`src/pcbc_pkg.sv`:
```
// Shared types, constants and arithmetic helpers of the point cloud statistics block.
package pcbc_pkg;

   localparam int WARMUP_POINTS_DEF = 3;

   localparam int COORD_W    = 32;
   localparam int VALUE_W    = 64;
   localparam int COUNT_W    = 32;
   localparam int DEN_W      = 32;
   localparam int DIFF_W     = COORD_W + 1;
   localparam int QIDX_W     = 4;
   localparam int AXES       = 3;
   localparam int NUM_PAIRS  = 6;
   localparam int ELEM_W     = 3;
   localparam int DIV_LANES  = 9;
   localparam int COV_LANE0  = AXES;
   localparam int DIV_STEPS  = VALUE_W;
   localparam int DIV_CNT_W  = $clog2(DIV_STEPS + 1);
   localparam int CSR_ADDR_W = 3;
   localparam int CSR_DATA_W = 32;

   typedef logic signed [COORD_W-1:0] coord_type;
   typedef logic signed [VALUE_W-1:0] value_type;

   typedef enum logic [1:0] {
      OP_ADD          = 2'd0,
      OP_QUERY        = 2'd1,
      OP_RESET_BOUNDS = 2'd2,
      OP_FULL_RESET   = 2'd3
   } opcode_type;

   // register index of stats_enable, taken from paddr[2]
   localparam logic REG_STATS_ENABLE = 1'b0;

   localparam logic [QIDX_W-1:0] QI_COUNT  = 4'd0;
   localparam logic [QIDX_W-1:0] QI_MIN_X  = 4'd1;
   localparam logic [QIDX_W-1:0] QI_MAX_X  = 4'd4;
   localparam logic [QIDX_W-1:0] QI_MEAN_X = 4'd7;
   localparam logic [QIDX_W-1:0] QI_COV_XX = 4'd10;
   localparam logic [QIDX_W-1:0] QI_LAST   = 4'd15;

   localparam logic [ELEM_W-1:0] LAST_PAIR = ELEM_W'(NUM_PAIRS - 1);

   localparam coord_type COORD_MAX = {1'b0, {(COORD_W-1){1'b1}}};
   localparam coord_type COORD_MIN = {1'b1, {(COORD_W-1){1'b0}}};
   localparam value_type VALUE_MAX = {1'b0, {(VALUE_W-1){1'b1}}};
   localparam value_type VALUE_MIN = {1'b1, {(VALUE_W-1){1'b0}}};
   localparam logic [COUNT_W-1:0] COUNT_MAX = '1;
   localparam value_type COV_DIAG_RESET = 64'sh3B9ACA00_00000000;

   // upper triangle order xx xy xz yy yz zz
   localparam logic [1:0] PAIR_ROW [NUM_PAIRS] = '{2'd0, 2'd0, 2'd0, 2'd1, 2'd1, 2'd2};
   localparam logic [1:0] PAIR_COL [NUM_PAIRS] = '{2'd0, 2'd1, 2'd2, 2'd1, 2'd2, 2'd2};
   localparam logic       PAIR_DIAG [NUM_PAIRS] = '{1'b1, 1'b0, 1'b0, 1'b1, 1'b0, 1'b1};

   typedef struct packed {
      logic             accept;
      opcode_type       op;
      logic             mode_init;
      logic             dold_load;
      logic             clr_sum;
      logic             sum_step;
      logic             div_start;
      logic             div_phase_b;
      logic             mean_upd;
      logic             clr_acc;
      logic             diff_step;
      logic             mul_step;
      logic             acc_step;
      logic             cov_upd;
      logic             stage_write;
      logic             rsp_load;
      logic [ELEM_W-1:0] elem;
      logic [QIDX_W-1:0] rsp_index;
   } ctrl_cmd_type;

   typedef struct packed {
      logic stats_ready;
      logic need_init;
      logic div_done;
      logic rsp_free;
   } dp_status_type;

   // signed value from sign and magnitude, clamped to the 64-bit range
   function automatic value_type from_mag(input logic neg, input logic [VALUE_W-1:0] m);
      value_type r;
      if (neg) begin
         r = m[VALUE_W-1] ? VALUE_MIN : -$signed(m);
      end else begin
         r = m[VALUE_W-1] ? VALUE_MAX : $signed(m);
      end
      return r;
   endfunction

   function automatic value_type sat_add(input value_type a, input value_type b);
      logic signed [VALUE_W:0] s;
      value_type r;
      s = (VALUE_W+1)'(a) + (VALUE_W+1)'(b);
      if (s[VALUE_W] != s[VALUE_W-1]) begin
         r = s[VALUE_W] ? VALUE_MIN : VALUE_MAX;
      end else begin
         r = s[VALUE_W-1:0];
      end
      return r;
   endfunction

endpackage

```
`src/pcbc_ctrl.sv`:
```
// Controller: request dispatch, warm-up and update sequencing, query result sequencing.
module pcbc_ctrl #(
   parameter int  WARMUP_POINTS = pcbc_pkg::WARMUP_POINTS_DEF,
   localparam int IdxW = $clog2(WARMUP_POINTS)
) (
   input  logic                     clock,
   input  logic                     reset,
   input  logic                     req_valid,
   input  logic [1:0]               req_opcode,
   output logic                     req_ready,
   input  logic                     stats_enable,
   input  pcbc_pkg::dp_status_type  sts,
   input  logic [IdxW-1:0]          sts_fill,
   output pcbc_pkg::ctrl_cmd_type   cmd,
   output logic [IdxW-1:0]          cmd_pidx
);
   import pcbc_pkg::*;

   typedef enum logic [11:0] {
      S_IDLE  = 12'b0000_0000_0001,
      S_POINT = 12'b0000_0000_0010,
      S_SUM   = 12'b0000_0000_0100,
      S_DIVA  = 12'b0000_0000_1000,
      S_WAITA = 12'b0000_0001_0000,
      S_DIFF  = 12'b0000_0010_0000,
      S_MUL   = 12'b0000_0100_0000,
      S_ACC   = 12'b0000_1000_0000,
      S_DIVB  = 12'b0001_0000_0000,
      S_WAITB = 12'b0010_0000_0000,
      S_QUERY = 12'b0100_0000_0000,
      S_SPARE = 12'b1000_0000_0000
   } state_type;

   state_type         state_ff, state_in;
   logic [IdxW-1:0]   pidx_ff, pidx_in;
   logic [ELEM_W-1:0] elem_ff, elem_in;
   logic [QIDX_W-1:0] qidx_ff, qidx_in;
   logic              mode_ff, mode_in;

   always_comb begin
      state_in = state_ff;
      pidx_in  = pidx_ff;
      elem_in  = elem_ff;
      qidx_in  = qidx_ff;
      mode_in  = mode_ff;
      cmd      = '0;
      cmd.op        = opcode_type'(req_opcode);
      cmd.mode_init = mode_ff;
      cmd.elem      = elem_ff;
      cmd.rsp_index = qidx_ff;
      req_ready     = (state_ff == S_IDLE);
      cmd.accept    = req_valid && req_ready;
      unique case (state_ff)
         S_IDLE: begin
            if (cmd.accept) begin
               if (cmd.op == OP_ADD) begin
                  state_in = S_POINT;
               end else if (cmd.op == OP_QUERY) begin
                  state_in = S_QUERY;
                  qidx_in  = QI_COUNT;
               end
            end
         end
         S_POINT: begin
            priority if (!stats_enable) begin
               state_in = S_IDLE;
            end else if (sts.stats_ready) begin
               cmd.dold_load = 1'b1;
               mode_in  = 1'b0;
               state_in = S_DIVA;
            end else if (sts.need_init) begin
               cmd.clr_sum = 1'b1;
               mode_in  = 1'b1;
               pidx_in  = '0;
               state_in = S_SUM;
            end else begin
               cmd.stage_write = 1'b1;
               state_in = S_IDLE;
            end
         end
         S_SUM: begin
            cmd.sum_step = 1'b1;
            if (pidx_ff == sts_fill) begin
               state_in = S_DIVA;
            end else begin
               pidx_in = pidx_ff + 1'b1;
            end
         end
         S_DIVA: begin
            cmd.div_start = 1'b1;
            state_in = S_WAITA;
         end
         S_WAITA: begin
            if (sts.div_done) begin
               cmd.mean_upd = 1'b1;
               cmd.clr_acc  = 1'b1;
               elem_in  = '0;
               pidx_in  = '0;
               state_in = S_DIFF;
            end
         end
         S_DIFF: begin
            cmd.diff_step = 1'b1;
            state_in = S_MUL;
         end
         S_MUL: begin
            cmd.mul_step = 1'b1;
            state_in = S_ACC;
         end
         S_ACC: begin
            cmd.acc_step = 1'b1;
            priority if (mode_ff && (pidx_ff != sts_fill)) begin
               pidx_in  = pidx_ff + 1'b1;
               state_in = S_DIFF;
            end else if (elem_ff == LAST_PAIR) begin
               state_in = S_DIVB;
            end else begin
               elem_in  = elem_ff + 1'b1;
               pidx_in  = '0;
               state_in = S_DIFF;
            end
         end
         S_DIVB: begin
            cmd.div_start   = 1'b1;
            cmd.div_phase_b = 1'b1;
            state_in = S_WAITB;
         end
         S_WAITB: begin
            cmd.div_phase_b = 1'b1;
            if (sts.div_done) begin
               cmd.cov_upd = 1'b1;
               state_in = S_IDLE;
            end
         end
         S_QUERY: begin
            if (sts.rsp_free) begin
               cmd.rsp_load = 1'b1;
               if (qidx_ff == QI_LAST) begin
                  state_in = S_IDLE;
               end else begin
                  qidx_in = qidx_ff + 1'b1;
               end
            end
         end
         default: begin
            state_in = S_IDLE;
         end
      endcase
   end

   assign cmd_pidx = pidx_ff;

   always_ff @(posedge clock) begin
      if (reset) begin
         state_ff <= S_IDLE;
         pidx_ff  <= '0;
         elem_ff  <= '0;
         qidx_ff  <= '0;
         mode_ff  <= 1'b0;
      end else begin
         state_ff <= state_in;
         pidx_ff  <= pidx_in;
         elem_ff  <= elem_in;
         qidx_ff  <= qidx_in;
         mode_ff  <= mode_in;
      end
   end

`ifndef ASSERT_OFF
   a_add_dispatch: assert property (@(posedge clock) disable iff (reset)
      cmd.accept && (req_opcode == OP_ADD) |=> state_ff == S_POINT)
      else $error("point request not dispatched");
   a_diff_after_mean: assert property (@(posedge clock) disable iff (reset)
      (state_ff == S_WAITA) && sts.div_done |=> state_ff == S_DIFF)
      else $error("products not started after mean update");
   a_query_ends: assert property (@(posedge clock) disable iff (reset)
      cmd.rsp_load && (qidx_ff == QI_LAST) |=> state_ff == S_IDLE)
      else $error("query run did not end after last quantity");
   a_pidx_bound: assert property (@(posedge clock) disable iff (reset)
      (state_ff == S_SUM) || (state_ff == S_DIFF) || (state_ff == S_MUL) ||
      (state_ff == S_ACC) |-> pidx_ff <= sts_fill)
      else $error("point index past staged points");
`endif

endmodule

```
`config.mk`:
```
export PLATFORM = sky130hd
export DESIGN_NAME = pcbc_ctrl
export DESIGN_NICKNAME = d
export VERILOG_FILES = /design/src/pcbc_pkg.sv /design/src/pcbc_ctrl.sv
export SDC_FILE = /design/constraint.sdc
export NUM_CORES = 1
export LEC_CHECK = 0
export BUFFER_PORTS_ARGS = -buffer_cell sky130_fd_sc_hd__buf_2
export CORE_MARGIN = 2
export CORE_UTILIZATION = 45
export CTS_CLUSTER_SIZE = 20
export DETAILED_ROUTE_END_ITERATION = 8
export PLACE_DENSITY_LB_ADDON = 0.08
export SYNTH_ARGS = -nofsm -noshare
export SYNTH_HDL_FRONTEND = slang
export SYNTH_SLANG_ARGS = --single-unit
```
`constraint.sdc`:
```
create_clock -name clock -period 3.5 [get_ports clock]
set_clock_uncertainty 0.2 [all_clocks]
set_input_delay 0 -clock clock [delete_from_list [all_inputs] [get_ports clock]]
set_output_delay 0 -clock clock [all_outputs]
set_load 0.05 [all_outputs]
```
==> results of run 1 <==
## critical path, delay by kind of cell, from the launching register on
| kind | cells | cell delay [ns] |
|---|---|---|
| compound gates | 1 | 0.12 |
| simple gates | 4 | 1.29 |
| flops | 1 | 0.42 |
| buf+inv | 2 | 1.13 |
## Yosys cell counts (2+ instances only)
cell type,n
dfxtp_1,21
nor2_1,20
a21oi_1,14
nor3_1,9
nand2_1,8
o21ai_0,8
inv_1,7
clkbuf_1,6
a31oi_1,5
and3_1,5
buf_4,5
nor4b_1,5
and2_1,4
nand4_1,4
nor3b_1,4
xor2_1,4
buf_6,3
ha_1,3
nand3_1,3
nand3b_1,3
nor4_1,3
or3_1,3
or3_4,3
xnor2_1,3
and4b_1,2
buf_2,2
mux2i_1,2
nor2b_1,2
or4_1,2
or4_4,2
## layout make-up
| cell class | count | area, um2 | share of cell area |
|---|---|---|---|
| Inverter | 7 | 26.3 | 0.0145 |
| Clock buffer | 3 | 22.5 | 0.0125 |
| Sequential cell | 21 | 420 | 0.233 |
| Clock inverter | 1 | 5.00 | 0.00277 |
| Tap cell | 44 | 55.1 | 0.0304 |
| Timing Repair Buffer | 54 | 350 | 0.194 |
| Multi-Input combinational cell | 140 | 928 | 0.513 |
## report_power, final
| part | switching, mW | internal, mW | leakage [nW] |
|---|---|---|---|
| Combinational | 0.0618 | 0.0421 | 0.567 |
| Clock | 0.0773 | 0.0426 | 0.0177 |
| Sequential | 0.00689 | 0.242 | 0.169 |
## how the worst min path moves through the flow
| stage | slack, ns | endpoint |
|---|---|---|
| after detailed placement | 0.02 | state_ff[1] |
| after CTS | 0.09 | state_ff[8] |
| after floorplan | -0.12 | state_ff[1] |
| after global placement | 0.002 | state_ff[1] |
| after global routing | 0.13 | state_ff[8] |
| final | 0.10 | state_ff[8] |
## cell families (layout without fill, tap and decap cells)
logic type,Yosys count,count (layout),share of synthesized area
adders and majority gates,3,3,0.0253
DFF,21,21,0.283
xor gates and xnor gates,7,7,0.0412
muxes,2,2,0.0135
AOI/OAI and AO/OA,36,36,0.149
buffers and inverters,24,65,0.0926
and+or+nand+nor,92,92,0.396
## cells in the final DEF (no fill, tap or decap), types with 3 or more instances in the layout
cell type / synthesis / layout
ha_1: 3 / 3
nor4b_1: 5 / 5
a21oi_1: 14 / 14
and3_1: 5 / 5
dlygate4sd3_1: 0 / 16
nor3_1: 9 / 9
nor2_1: 20 / 20
inv_1: 7 / 7
or3_4: 3 / 3
nor4_1: 3 / 3
and2_1: 4 / 4
a31oi_1: 5 / 5
nand2_1: 8 / 8
nand3_1: 3 / 3
clkbuf_4: 1 / 3
nand4_1: 4 / 4
o21ai_0: 8 / 8
nand3b_1: 3 / 3
nor3b_1: 4 / 4
or3_1: 3 / 3
dfxtp_1: 21 / 21
buf_2: 2 / 38
xor2_1: 4 / 4
xnor2_1: 3 / 3
## per-stage QoR
stage / instance area, um2 / setup slack (ns) / total power [mW] / utilization / hold WS [ns]
after floorplan: 1490 / 0.645 / 0.327 / - / -0.124
after global routing: 1810 / 0.105 / 0.500 / 0.583 / 0.130
after detailed placement: 1620 / 0.900 / 0.346 / 0.522 / 0.0196
after CTS: 1810 / 0.310 / 0.476 / 0.583 / 0.0948
after global placement: 1620 / 0.983 / 0.345 / 0.522 / 0.00222
final: 1810 / 0.293 / 0.472 / 0.583 / 0.104
## sequential cells by signal, summed over array words and instances, names as in the netlist
name,cells
state_ff,11
qidx_ff,4
elem_ff,3
cmd_pidx,2
mode_ff,1
## metal layers
| layer | vias up | part of all wire |
|---|---|---|
| met5 | - | 0 |
| met4 | 0 | 0 |
| met3 | 0 | 0.050 |
| met2 | 52 | 0.50 |
| met1 | 675 | 0.45 |
| li1 | 756 | - |
## repair_timing
item	CTS	global route
endpoints found under the hold margin	19	0
hold buffers	16	0
gates resized for setup	0	0
==> metrics.txt, run 1 <==
status=finished clean; CTS Sinks=21; H-Tree Depth=1; VDD IR max=0.000144 V; Hold Crit Depth=5; ys flop type=dfxtp_1; Final Instance Count excl. Fillers=270; io pins=39; antenna violations before repair=0; LEAKAGE=0.754 nW; Post-synth EDFFs=0; # nets final=242; largest net degree at the start of global routing=19; routed vias/inst=5.49; Initial Util=0.479; TNS Setup=0 ns; async set-reset flop share out of synthesis=0; synth warn=0; CP endpoint=mode_ff; R2R Setup Slk=0.29 ns; Synth cell types=50; Worst Setup Start Kind=flop; Placer Congestion=0.890; total gr overflow=0; share of layout cells above drive strength 1=0.252; GR Layer Usage met3=0.0189; fill cell count=326; min-delay src=sts_fill[0]; vias in the first global route=1302; sequential area share after synthesis=0.283; clk root buf=clkbuf_4; first-pass GRT wire length=6070 um; CTS clk-pin slew, worst paths=0.12 ns; WP data arrival=3.27 ns; worst-margin pin slew=0.818 ns; reg-to-reg startpoint=state_ff[8]; DR WL/cell=13.7 um; Mapped Area=1490 um2; CTS Buf Count=3; Slew Limit Fails=0; die width=61.5 um; die area=3780 um2; Synth Net Count=200; leading area contributor after synthesis=dfxtp_1; Final Hold Vio Count=0; Avg Cell Area, Syn=8.03 um2; post-synth top area share=0.283; final critical-path share of the clock period=0.916; CP max FO=8; max_slew headroom=0.447; slowest CP cell=dlygate4sd3_1; worst-case reg-to-reg path depth=7; DRT antenna net count=0; DR pass1 iterations=4; RSZ-0062 raised after global routing=no; Setup crit start=state_ff[8]; minimum clock period=3.21 ns; input/output buffers=38; Top Usage Layer GRT=met2; Max Fclk=0.312 GHz; row cnt=20; Routed WL=3690 um; Pwr Density=261 nW/um2; detailed-route DRC error count=0; Largest stage delay, worst path=0.57 ns; via count=1483; Worst setup EP type=flop; met2 usage=0.340; TritonCTS clock tree=yes; diode count=0; number of max-cap violations=0; Finish-stage setup viols=0; flops & latches, synth=21; M1 GR Usage=0.311; Clk Latency, worst-skew pair=0.30 ns; Area Overhead vs Synth=21.6%; DR iter-0 viols=131; Cells after Synth=185; worst path required time=3.56 ns; DP Wirelength=2710 um; core area=3100 um2; DP Cell Count=250; setup bufs post-CTS=0; top cells by area, synth=dfxtp_1 28%, nor2_1 5.1%, a21oi_1 4.7%; Die Y-Extent=61.5 um; Max Root-Sink Buffers=2; capture point of the worst reg-to-reg path=mode_ff; GRT Resource Usage Total=0.214; critical setup path kind=flop to flop; CP Cell Sequence=or3_4 > or3_4 > nor3_1 > a21oi_1 > dlygate4sd3_1 > nor3_1 > dlygate4sd3_1; Hold Path Class=primary input to flop
Power figures use the tool's default switching activity.
==> run 2: changes to the inputs <==
- CORE_UTILIZATION: 45 -> 25
==> metrics.txt, run 2 (synthesis gave the netlist of run 1 again) <==
vias in the first global route=1381 (+6.1%); total power=0.528 mW (+12%); capture point of the worst reg-to-reg path=mode_ff; total gr overflow=0 (unchanged); die area=6580 um2 (+74%); Slew Limit Fails=0 (unchanged); fill cell count=652 (+100%); max FFs per register=11 (unchanged); Die Y-Extent=81.1 um (+32%); RSZ-0062 raised after global routing=no; LEAKAGE=0.758 nW (+0.46%); clk root buf=clkbuf_8; post-route setup slack=0.216 ns (-0.0767 ns); io pins=39 (unchanged); worst-case reg-to-reg path depth=7 (unchanged); R2R Setup Slk=0.22 ns (-0.08 ns); final instance area=1840 um2 (+1.7%); GR Layer Usage met3=0.0289 (+0.00998); Top reg by flops=state_ff; min-delay src=req_valid; TNS Setup=0 ns (unchanged); critical setup path kind=flop to flop; Hold Crit Depth=5 (unchanged); die width=81.1 um (+32%); DR iter-0 viols=75 (-43%); DRT antenna net count=0 (unchanged); number of max-cap violations=0 (unchanged); setup bufs post-CTS=0 (unchanged); Routed WL=4290 um (+16%); final critical-path share of the clock period=0.938 (+0.0219); Max Fclk=0.305 GHz (-2.3%); DR pass1 iterations=4 (unchanged); H-Tree Depth=1 (unchanged); CTS Buf Count=3 (unchanged); input/output buffers=38 (unchanged); Finish-stage setup viols=0 (unchanged); Placer Congestion=0.778 (-13%); largest net degree at the start of global routing=19 (unchanged); Initial Util=0.256 (-0.223); VDD IR max=0.000175 V (+22%); diode count=0 (unchanged); minimum clock period=3.28 ns (+0.0767 ns); core area=5820 um2 (+87%); status=finished clean; worst-margin pin slew=0.521 ns (-0.297 ns); Max Root-Sink Buffers=2 (unchanged); row cnt=28 (+40%); first-pass GRT wire length=7020 um (+16%); DP Wirelength=3120 um (+15%); Setup crit start=state_ff[8]; detailed-route DRC error count=0 (unchanged); max_slew headroom=0.652 (+0.205); share of layout cells above drive strength 1=0.265 (+0.0124); Clk Latency, worst-skew pair=0.27 ns (-0.03 ns); CP max FO=8 (unchanged); worst hold endpoint=state_ff[0]; WP data arrival=3.30 ns (+0.03 ns); Area Overhead vs Synth=23.7%; CTS Sinks=21 (unchanged); # nets final=239 (-1.2%); reg-to-reg startpoint=state_ff[8]; routed vias/inst=4.89 (-11%); Worst setup EP type=flop; GRT Resource Usage Total=0.138 (-0.0756); Worst Setup Start Kind=flop; CTS clk-pin slew, worst paths=0.09 ns (-0.03 ns); Pwr Density=287 nW/um2 (+9.8%); pre-CTS setup slack=0.786 ns (-0.113 ns); Final Hold Vio Count=0 (unchanged); met2 usage=0.222 (-0.118); worst path required time=3.51 ns (-0.05 ns); commonest non-fill, non-tap cell in the layout=buf_2; via count=1456 (-1.8%); placed cell areas=1670 um2 (+2.9%); DR WL/cell=14.4 um (+5.3%); Final Core Density=0.316 (-0.266); M1 GR Usage=0.183 (-0.128); Top Usage Layer GRT=met2; Top Registers=state_ff x11, qidx_ff x4, elem_ff x3; antenna violations before repair=0 (unchanged); commonest cells after routing, fill and taps aside=38 x buf_2, 21 x dfxtp_1, 20 x nor2_1; TritonCTS clock tree=yes; Hold Path Class=primary input to flop
==> run 2: cell types whose count changed in the layout (fill, tap and decap cells not counted) <==
cell / previous run / this run
buf_4: 0 / 1
clkbuf_8: 0 / 3
dlygate4sd3_1: 16 / 12
clkbuf_4: 3 / 0
nor4b_1: 5 / 4
nor4b_2: 0 / 1
==> run 2: final cells by class <==
type | count | area, um2 | share of cell area
clock buffer | 3 | 41.3 | 0.0224
clock inverter | 1 | 5.00 | 0.00272
inverter | 7 | 26.3 | 0.0143
multi-input combinational | 140 | 935 | 0.508
sequential | 21 | 420 | 0.229
tap | 75 | 93.8 | 0.0510
timing repair buffer | 51 | 318 | 0.173
==> run 2: power breakdown <==
group | internal [mW] | switching, mW | total, mW
registers | 0.241 | 0.00706 | 0.248
clock network | 0.0797 | 0.0938 | 0.173
logic | 0.0410 | 0.0646 | 0.106
total | 0.362 | 0.165 | 0.528
==> run 2: how the worst max path moves through the flow <==
stage	cells after the start	endpoint	slack [ns]
2_1_floorplan	5	cmd[8]	0.65
3_3_place_gp	5	state_ff[1]	0.95
3_5_place_dp	5	state_ff[1]	0.79
4_1_cts	6	state_ff[1]	0.20
5_1_grt	7	mode_ff	0.07
6_report	7	mode_ff	0.22
==> run 2: what timing repair did <==
item,CTS,global route
endpoints found under the hold margin,17,0
hold buffers,12,0
endpoints found under the setup margin,0,1
resized for setup,0,1
==> run 2: metrics by stage <==
stage / std cells / hold WS [ns]
2_1_floorplan: 185 / -0.124
3_3_place_gp: 282 / 0.0177
3_5_place_dp: 282 / 0.00893
4_1_cts: 298 / 0.00747
5_1_grt: 298 / 0.0410
6_report: 298 / 0.00633
==> run 2: per-layer routing <==
metal	share of wire	vias up	routed length (um)
li1	-	744	-
met5	0	-	0
met2	0.47	36	2000
met1	0.48	672	2070
met4	0.010	0	43
met3	0.041	4	177
==> run 2: critical path: stages (launching register included) <==
cell           delay [ns]
dfxtp_1              0.42
or3_4                0.49
or3_4                0.38
nor3_1               0.34
a21oi_1              0.12
dlygate4sd3_1        0.57
nor3_1               0.13
dlygate4sd3_1        0.57
